==> src/hrht_pkg.sv <==
// shared types, codes and character helpers for the http response header tokenizer
// no dependencies; imported by hrht_step, http_response_header_tokenizer and the testbench
`timescale 1ns / 1ps

package hrht_pkg;

    // parse phases
    typedef enum logic [3:0] {
        PH_VER0  = 4'd0,
        PH_VER   = 4'd1,
        PH_CODE0 = 4'd2,
        PH_CODE  = 4'd3,
        PH_MSG0  = 4'd4,
        PH_MSG   = 4'd5,
        PH_SKIP  = 4'd6,
        PH_NAME0 = 4'd7,
        PH_NAME  = 4'd8,
        PH_VAL0  = 4'd9,
        PH_VAL   = 4'd10,
        PH_CRLF  = 4'd11
    } phase_t;

    // token kinds
    typedef enum logic [3:0] {
        TK_SKIP    = 4'd0,
        TK_VERSION = 4'd1,
        TK_CODE    = 4'd2,
        TK_REASON  = 4'd3,
        TK_REASONE = 4'd4,
        TK_NAME    = 4'd5,
        TK_VALUE   = 4'd6,
        TK_PAIREND = 4'd7,
        TK_HEADEND = 4'd8
    } token_kind_t;

    localparam logic [7:0]  CH_LF    = 8'h0A;
    localparam logic [7:0]  CH_CR    = 8'h0D;
    localparam logic [7:0]  CH_COLON = 8'h3A;
    localparam logic [7:0]  CH_ZERO  = 8'h30;
    localparam logic [7:0]  CH_NINE  = 8'h39;
    localparam logic [7:0]  CH_SPACE = 8'h20;
    localparam logic [7:0]  CH_TAB   = 8'h09;
    localparam logic [15:0] CODE_MAX = 16'hFFFF;

    // result of one tokenizer step
    typedef struct packed {
        phase_t      phase_next;
        logic [15:0] accum_next;
        token_kind_t kind;
        logic [7:0]  tok_byte;
        logic [15:0] shown;
    } step_t;

    // c locale whitespace: space, tab through carriage return
    function automatic logic is_ws(input logic [7:0] c);
        return (c == CH_SPACE) || (c >= CH_TAB && c <= CH_CR);
    endfunction

    function automatic logic is_dig(input logic [7:0] c);
        return (c >= CH_ZERO) && (c <= CH_NINE);
    endfunction

endpackage

==> src/hrht_step.sv <==
// combinational next-phase and token logic for one input byte
// depends on hrht_pkg
`timescale 1ns / 1ps

module hrht_step
    import hrht_pkg::*;
(
    input  phase_t      phase,
    input  logic [15:0] accum,
    input  logic [7:0]  in_byte,
    output step_t       step
);

    logic [3:0]  digit;
    logic [19:0] accum_x10;
    logic        ws;
    logic        dig;

    assign digit     = 4'(in_byte - CH_ZERO);
    // times ten plus the digit, as two shifts and two adds
    assign accum_x10 = {1'b0, accum, 3'b000} + {3'b000, accum, 1'b0} + {16'h0000, digit};
    assign ws        = is_ws(in_byte);
    assign dig       = is_dig(in_byte);

    always_comb
    begin
        logic carry;
        logic clear;
        carry           = 1'b0;
        clear           = 1'b0;
        step.phase_next = phase;
        step.accum_next = accum;
        step.kind       = TK_SKIP;

        unique case (phase)
            PH_VER:
            begin
                if (ws)
                    step.phase_next = PH_CODE0;
                else
                begin
                    step.kind = TK_VERSION;
                    carry     = 1'b1;
                end
            end
            PH_CODE0:
            begin
                if (dig)
                begin
                    step.accum_next = {12'h000, digit};
                    step.phase_next = PH_CODE;
                end
            end
            PH_CODE:
            begin
                if (dig)
                    step.accum_next = (accum_x10 > {4'h0, CODE_MAX}) ? CODE_MAX
                                                                      : accum_x10[15:0];
                else
                begin
                    step.kind       = TK_CODE;
                    step.phase_next = ws ? PH_MSG0 : PH_SKIP;
                end
            end
            PH_MSG0:
            begin
                if (in_byte != CH_LF)
                begin
                    step.kind       = TK_REASON;
                    carry           = 1'b1;
                    step.phase_next = PH_MSG;
                end
            end
            PH_MSG:
            begin
                if (in_byte == CH_LF)
                begin
                    step.kind       = TK_REASONE;
                    step.phase_next = PH_NAME0;
                end
                else if (in_byte == CH_CR)
                begin
                    step.kind       = TK_REASONE;
                    step.phase_next = PH_CRLF;
                end
                else
                begin
                    step.kind = TK_REASON;
                    carry     = 1'b1;
                end
            end
            PH_SKIP, PH_CRLF:
            begin
                if (in_byte == CH_LF)
                    step.phase_next = PH_NAME0;
            end
            PH_NAME0:
            begin
                if (in_byte == CH_LF)
                begin
                    step.kind       = TK_HEADEND;
                    clear           = 1'b1;
                    step.phase_next = PH_VER0;
                end
                else if (!ws)
                begin
                    step.kind       = TK_NAME;
                    carry           = 1'b1;
                    step.phase_next = PH_NAME;
                end
            end
            PH_NAME:
            begin
                if (in_byte == CH_COLON)
                    step.phase_next = PH_VAL0;
                else
                begin
                    step.kind = TK_NAME;
                    carry     = 1'b1;
                end
            end
            PH_VAL0:
            begin
                if (in_byte == CH_LF)
                begin
                    step.kind       = TK_PAIREND;
                    step.phase_next = PH_NAME0;
                end
                else if (!ws)
                begin
                    step.kind       = TK_VALUE;
                    carry           = 1'b1;
                    step.phase_next = PH_VAL;
                end
            end
            PH_VAL:
            begin
                if (in_byte == CH_LF)
                begin
                    step.kind       = TK_PAIREND;
                    step.phase_next = PH_NAME0;
                end
                else if (in_byte == CH_CR)
                begin
                    step.kind       = TK_PAIREND;
                    step.phase_next = PH_CRLF;
                end
                else
                begin
                    step.kind = TK_VALUE;
                    carry     = 1'b1;
                end
            end
            default:
            begin
                // version start and unused codes
                if (!ws)
                begin
                    step.kind       = TK_VERSION;
                    carry           = 1'b1;
                    step.phase_next = PH_VER;
                end
            end
        endcase

        // head end shows the finished code, then clears it
        step.shown    = step.accum_next;
        if (clear)
            step.accum_next = '0;
        step.tok_byte = carry ? in_byte : 8'h00;
    end

endmodule

==> src/http_response_header_tokenizer.sv <==
// http response head tokenizer: one byte in, one token out per transaction
// a token is registered and valid in the cycle after its byte is accepted
// throughput: one byte per cycle unless a stalled output holds in_ready low; phase and code registers close the loop
// in_ready stays high while the output register is empty or being drained
// reset (rst_n low, asynchronous): version start phase, code cleared, output empty
`timescale 1ns / 1ps

module http_response_header_tokenizer
    import hrht_pkg::*;
(
    input  logic        clk,
    input  logic        rst_n,
    // byte input channel
    input  logic        in_valid,
    output logic        in_ready,
    input  logic [7:0]  in_byte,
    // token output channel
    output logic        out_valid,
    input  logic        out_ready,
    output logic [3:0]  token_kind,
    output logic [7:0]  token_byte,
    output logic [15:0] status_code
);

    // parser state
    phase_t      phase_reg;
    logic [15:0] accum_reg;

    // output register
    logic        out_valid_reg;
    token_kind_t kind_reg;
    logic [7:0]  byte_reg;
    logic [15:0] code_reg;

    step_t       step;
    logic        in_fire;

    // the output register takes a new token whenever it is empty or drains
    // this cycle, so a waiting token never blocks a new byte for more than
    // the cycles the consumer stalls
    assign in_ready = !out_valid_reg || out_ready;
    assign in_fire  = in_valid && in_ready;

    // per-byte phase machine and code accumulator update
    hrht_step u_step
    (
        .phase   (phase_reg),
        .accum   (accum_reg),
        .in_byte (in_byte),
        .step    (step)
    );

    // parser state moves only on an accepted transaction
    always_ff @(posedge clk or negedge rst_n)
    begin
        if (!rst_n)
        begin
            phase_reg <= PH_VER0;
            accum_reg <= '0;
        end
        else if (in_fire)
        begin
            phase_reg <= step.phase_next;
            accum_reg <= step.accum_next;
        end
    end

    // output valid flag
    always_ff @(posedge clk or negedge rst_n)
    begin
        if (!rst_n)
            out_valid_reg <= 1'b0;
        else if (in_fire)
            out_valid_reg <= 1'b1;
        else if (out_ready)
            out_valid_reg <= 1'b0;
    end

    // output payload, no reset needed
    always_ff @(posedge clk)
    begin
        if (in_fire)
        begin
            kind_reg <= step.kind;
            byte_reg <= step.tok_byte;
            code_reg <= step.shown;
        end
    end

    assign out_valid   = out_valid_reg;
    assign token_kind  = kind_reg;
    assign token_byte  = byte_reg;
    assign status_code = code_reg;

    // a token that carries no byte shows zero in token_byte
    a_byte_zero: assert property (@(posedge clk) disable iff (!rst_n)
        (out_valid_reg && (kind_reg == TK_SKIP || kind_reg == TK_CODE ||
                           kind_reg == TK_REASONE || kind_reg == TK_PAIREND ||
                           kind_reg == TK_HEADEND)) |-> (byte_reg == 8'h00))
        else $error("token_byte nonzero for a kind without byte");

    // head end returns the parser to its start with the code cleared
    a_head_end_restart: assert property (@(posedge clk) disable iff (!rst_n)
        (in_fire && step.kind == TK_HEADEND) |=> (phase_reg == PH_VER0 && accum_reg == 16'h0000))
        else $error("parser not restarted after head end");

    // parser state holds when no byte is accepted
    a_state_hold: assert property (@(posedge clk) disable iff (!rst_n)
        !in_fire |=> ($stable(phase_reg) && $stable(accum_reg)))
        else $error("parser state changed without an accepted byte");

    // a stalled token is never overwritten
    a_no_overwrite: assert property (@(posedge clk) disable iff (!rst_n)
        (out_valid_reg && !out_ready) |-> !in_ready)
        else $error("input accepted while output stalled");

endmodule

==> config.mk <==
export PLATFORM = sky130hd
export DESIGN_NAME = http_response_header_tokenizer
export DESIGN_NICKNAME = d
export VERILOG_FILES = /design/src/hrht_pkg.sv /design/src/hrht_step.sv /design/src/http_response_header_tokenizer.sv
export SDC_FILE = /design/constraint.sdc
export NUM_CORES = 1
export LEC_CHECK = 0
export BUFFER_PORTS_ARGS = -buffer_cell sky130_fd_sc_hd__buf_2
export CORE_UTILIZATION = 40
export CTS_CLUSTER_DIAMETER = 60
export DETAILED_ROUTE_END_ITERATION = 8
export PLACE_DENSITY = 0.58
export SYNTH_ARGS = -nofsm -noshare
export SYNTH_HDL_FRONTEND = slang
export SYNTH_SLANG_ARGS = --single-unit
==> constraint.sdc <==
create_clock -name clk -period 3.2 [get_ports clk]
set_clock_uncertainty 0.05 [all_clocks]
set_input_delay 0.16 -clock clk [delete_from_list [all_inputs] [get_ports clk]]
set_output_delay 0.16 -clock clk [all_outputs]
set_load 0.05 [all_outputs]
# Word-level counts from Yosys, hierarchy flattened
# Cells that the tools add are included.
# W data, S select, Z words.
[word_totals] output_inout_bits=30 in_bits=12 reg_bits=49
[op_classes] n_mux=43 n_addsub=3 eq_ne=26 reduce_logical=13 n_lt_le_gt_ge=5
[op_table] op="$mux W4" n=16
[op_table] op="$mux W16" n=3
[op_table] op="$pmux W4 S9" n=1
[op_table] op="$pmux W16 S2" n=1
[op_table] op="$pmux W4 S8" n=1
[op_table] op="$add A19 B17 Y20" n=1
[op_table] op="$add A20 B4 Y20" n=1
[op_table] op="$gt A20 B16 Y1 const B" n=1
[op_table] op="$mux W20" n=1
[op_table] op="$eq A4 B3 Y1 const B" n=4
[op_table] op="$eq A4 B4 Y1 const B" n=4
[op_table] op="$eq A8 B4 Y1 const B" n=2
[op_table] op="$eq A8 B6 Y1 const B" n=2
[op_table] op="$mux W1" n=12
[op_table] op="$mux W3" n=4
[op_table] op="$reduce_and A11 Y1" n=1
[op_table] op="$ne A10 B10 Y1 const B" n=1
[op_table] op="$ne A2 B1 Y1 const B" n=5
[op_table] op="$eq A4 B2 Y1 const B" n=2
[op_table] op="$ge A8 B4 Y1 const B" n=1
[op_table] op="$ge A8 B6 Y1 const B" n=1
[op_table] op="$le A8 B4 Y1 const B" n=1
[op_table] op="$le A8 B6 Y1 const B" n=1
[op_table] op="$ne A8 B4 Y1 const B" n=1
[op_table] op="other kinds (14)" n=22

# Longest topological paths before layout
[logic_depth] word_depth=7 ltp_mapped=12 depth_no_buf=10

# Modules after synthesis
# From an unflattened synthesis, not the netlist that was laid out.
[unflattened] hier_cells=408 area_unflattened_um2=3971.3
[by_module_without_submodules] module="hrht_step" cells_per_inst=333 area_per_inst_um2=2250.9 n_inst=1 seq_area_each_um2=0.0
[by_module_without_submodules] module="http_response_header_tokenizer" cells_per_inst=75 area_per_inst_um2=1720.4 n_inst=1 seq_area_each_um2=1366.3

# Least setup slack after synthesis
# OpenSTA, ideal clock, no wires.
[synth_timing] path_type="reg-to-reg" startpoint="register accum_reg[0]" endpoint="register code_reg[1] (netlist: status_code[1]) (data pin)" setup_ns=0.276 t_required_ns=2.874 path_stages_with_launch=12 period_less_slack_ns=3.134 path_slack_ns=0.066 arrival_time_ns=2.808 path_cell_list="dfrtp_1 fa_1 fa_1 a211oi_1 o21bai_2 o21a_1 nor4_1 or3_1 and3_1 buf_2 buf_6 a22oi_1"
[synth_rtl] item="start: declaration" line="http_response_header_tokenizer.sv:27" rtl="logic [15:0] accum_reg;"
[synth_rtl] item="start signal: assignment" line="http_response_header_tokenizer.sv:64" rtl="accum_reg <= step.accum_next;"
[synth_rtl] item="end signal: assignment" line="http_response_header_tokenizer.sv:86" rtl="code_reg <= step.shown;"
[synth_rtl] item="end: declaration" line="http_response_header_tokenizer.sv:33" rtl="logic [15:0] code_reg;"

==> out/qor.yml <==
synthesis:
  synth_top_area_share_pct: 21.8
  seq_area_frac_synth_pct: 35.4
  yosys.area.top_type: "edfxtp_1"
  ys_top_cells_by_area: "edfxtp_1, dfrtp_1, ha_1"
  ys_seq_elements: 49
  ys_types: 72
  yosysWarnings: 0
  synth-main-ff-cell: "edfxtp_1"
  synth_cells: 407
  syn_nets: 452
  synth-edff-count: 28
  synth.avg_cell_area_um2: 9.48
  yosys-top-cells-count: "a21oi_1, ha_1, edfxtp_1"
  ys_async_sr_fraction_pct: 42.9
  yosysMostFrequentCell: "a21oi_1"
  syn_area_mm2: 0.00386
worst_setup_path:
  cp.arrival_ns: 3.22
  crit_required_ns: 3.28
  cp_slowest_cell: "fa_1"
  r2r_cells: 10
  path_depth: 10
  crit_fanout: 7
  path_class: "flop to flop"
  worst-r2r-setup-slack_ns: 0.07
  cp_slowest_stage_delay_ns: 0.56
  cp-end-kind: "flop"
  path_cells: "fa_1 > fa_2 > a211oi_2 > o21bai_2 > o21ai_2 > nor4_2 > or3_1 > and3_4 > buf_12 > o41ai_4"
  critPathBufInv: 1
  crit_family: "adder cells"
  start_kind: "flop"
cells_and_area:
  drive_gt1_share_pct: 26.4
  final_nets: 506
  final_util_pct: 49.0
  area_growth_pct: 17.8
  num_antenna_cells: 0
grt:
  gr-total-overflow: 0
  grt_max_degree: 31
  antenna_found_initial: 0
  grt_usage_pct: 19.7
  grt_pass1_wl_mm: 15.8
  grt_pass1_vias: 3172
detailed_routing:
  vias_per_cell: 5.78
  wl_mm: 9.71
  drc: 0
  routedWlPerCell_um: 16.4
  ant_nets: 0
  num_vias: 3414
  drtIter0Drc: 231
  dr.pass1.iters: 5
pwr:
  p_leak_nw: 1.88
  p_per_area_mw_per_mm2: 521
  power_mw: 2.37
  vdd_ir_drop_max_mv: 0.402
sta:
  final_max_slew_viol_count: 0
  min_period_ns: 3.13
  max_freq_mhz: 319
  setup_viol: 0
  hold_violations: 0
  holdWs_ns: 0.0872
  rsz0062_at_grt: "yes"
  min_period_over_period_pct: 98.0
  fin_tns_setup_ns: 0
  relSlewSlack_pct: 54.5
  worst_pin_slew_ns: 0.678
clock_tree:
  ctsHtreeMaxLevel: 2
  clock_path_buffers: 2
  cts_inserted_buffers: 5
  cts-root-buf: "clkbuf_8"
  clock_latency_ns: 0.31
  clk_pin_slew_ns: 0.10
  cts.sinks: 49
  cts_tree: "built"
floorplanning:
  core_mm2: 0.00928
  die_area_mm2: 0.0100
  start_util_pct: 41.6
  rows: 35
  die_x_um: 100
  fp.dieH_um: 100
  ios: 42
run:
  drv_cap: 0
outcome:
  outcome: "finished, final reports clean"
place:
  hpwl_mm: 6.99
  place_congestion: 0.920
  io_buffer_count: 41
min_path:
  hold_class: "input pin to flop"
  min_path_cells: 3
[worst min-delay path: stages]
cell and delay (ns):
buf_2 0.07, nand2b_1 0.12, nand2b_1 0.06
[layout by cell type (no fill, tap or decap), types with 3 or more instances in the layout]
master / count
a21oi_2: 3
xor2_1: 4
dfrtp_1: 21
a22oi_1: 19
buf_2: 41
nand2_1: 23
nand2b_1: 8
a21o_1: 4
a31oi_1: 7
clkbuf_8: 5
nor2b_1: 6
o21ai_2: 8
buf_4: 24
ha_1: 30
xnor2_1: 8
a221oi_1: 6
o21ai_1: 22
nand4_1: 3
nor2_1: 22
nand3_1: 12
o21ai_0: 18
nor3b_1: 5
inv_1: 9
and2_1: 8
edfxtp_1: 28
o211ai_1: 4
a22oi_2: 3
a21oi_1: 37
[area by class of cell]
type,count,area (µm²)
Inverter,9,33.8
Clock inverter,3,25.0
Fill cell,893,4740
Multi-Input combinational cell,324,2390
Tap cell,129,161
Sequential cell,49,1370
Timing Repair Buffer,72,498
Clock buffer,5,68.8
[through the flow]
| stage | instances | cell area, µm² | setup slack [ns] |
|---|---|---|---|
| 6_report | 591 | 4550 | 0.0652 |
| 5_1_grt | 591 | 4550 | -0.0693 |
| 4_1_cts | 584 | 4370 | 0.000304 |
| 3_5_place_dp | 573 | 4240 | -0.0790 |
| 3_3_place_gp | 573 | 4240 | -0.0476 |
| 2_1_floorplan | 407 | 3860 | 0.0659 |
[layer usage]
layer / part of all wire, % / GRT usage [%] / up-vias
met4: 0.46 / 3.68 / 0
met5: 0 / 0 / -
li1: - / - / 1671
met1: 50 / 29.6 / 1629
met2: 44 / 30.2 / 110
met3: 5.4 / 2.58 / 4
[what timing repair did]
action,in CTS,in global routing
endpoints found under the setup margin,26,27
endpoints found under the hold margin,22,0
buffers inserted,1,5
cloned,0,2
hold buffers,2,0
pin swaps,4,18
gates resized for setup,3,20
[final timing paths]
check,start,endpoint
min,out_ready,out_valid
max,accum_reg[2],status_code[0]
max reg2reg,accum_reg[2],status_code[0]
max in group asynchronous,rst_n,accum_reg[12]
min reg2reg,out_valid,out_valid
min in group asynchronous,rst_n,phase_reg[3]
[power by group]
part	total, mW	leakage [nW]	switching, mW	internal, mW
Combinational	1.07	1.28	0.685	0.387
Clock	0.392	0.0452	0.232	0.160
Sequential	0.903	0.559	0.115	0.788
[logic make-up after synthesis]
logic type / count (synthesis) / share of synthesized area [%]
AOI/OAI and AO/OA: 162 / 27.8
and+or+nand+nor: 113 / 16.9
DFF: 49 / 35.4
buffers and inverters: 34 / 4.99
adders and majority gates: 33 / 11.1
xor gates and xnor gates: 13 / 2.95
muxes: 3 / 0.875
Power figures use the tool's default switching activity.
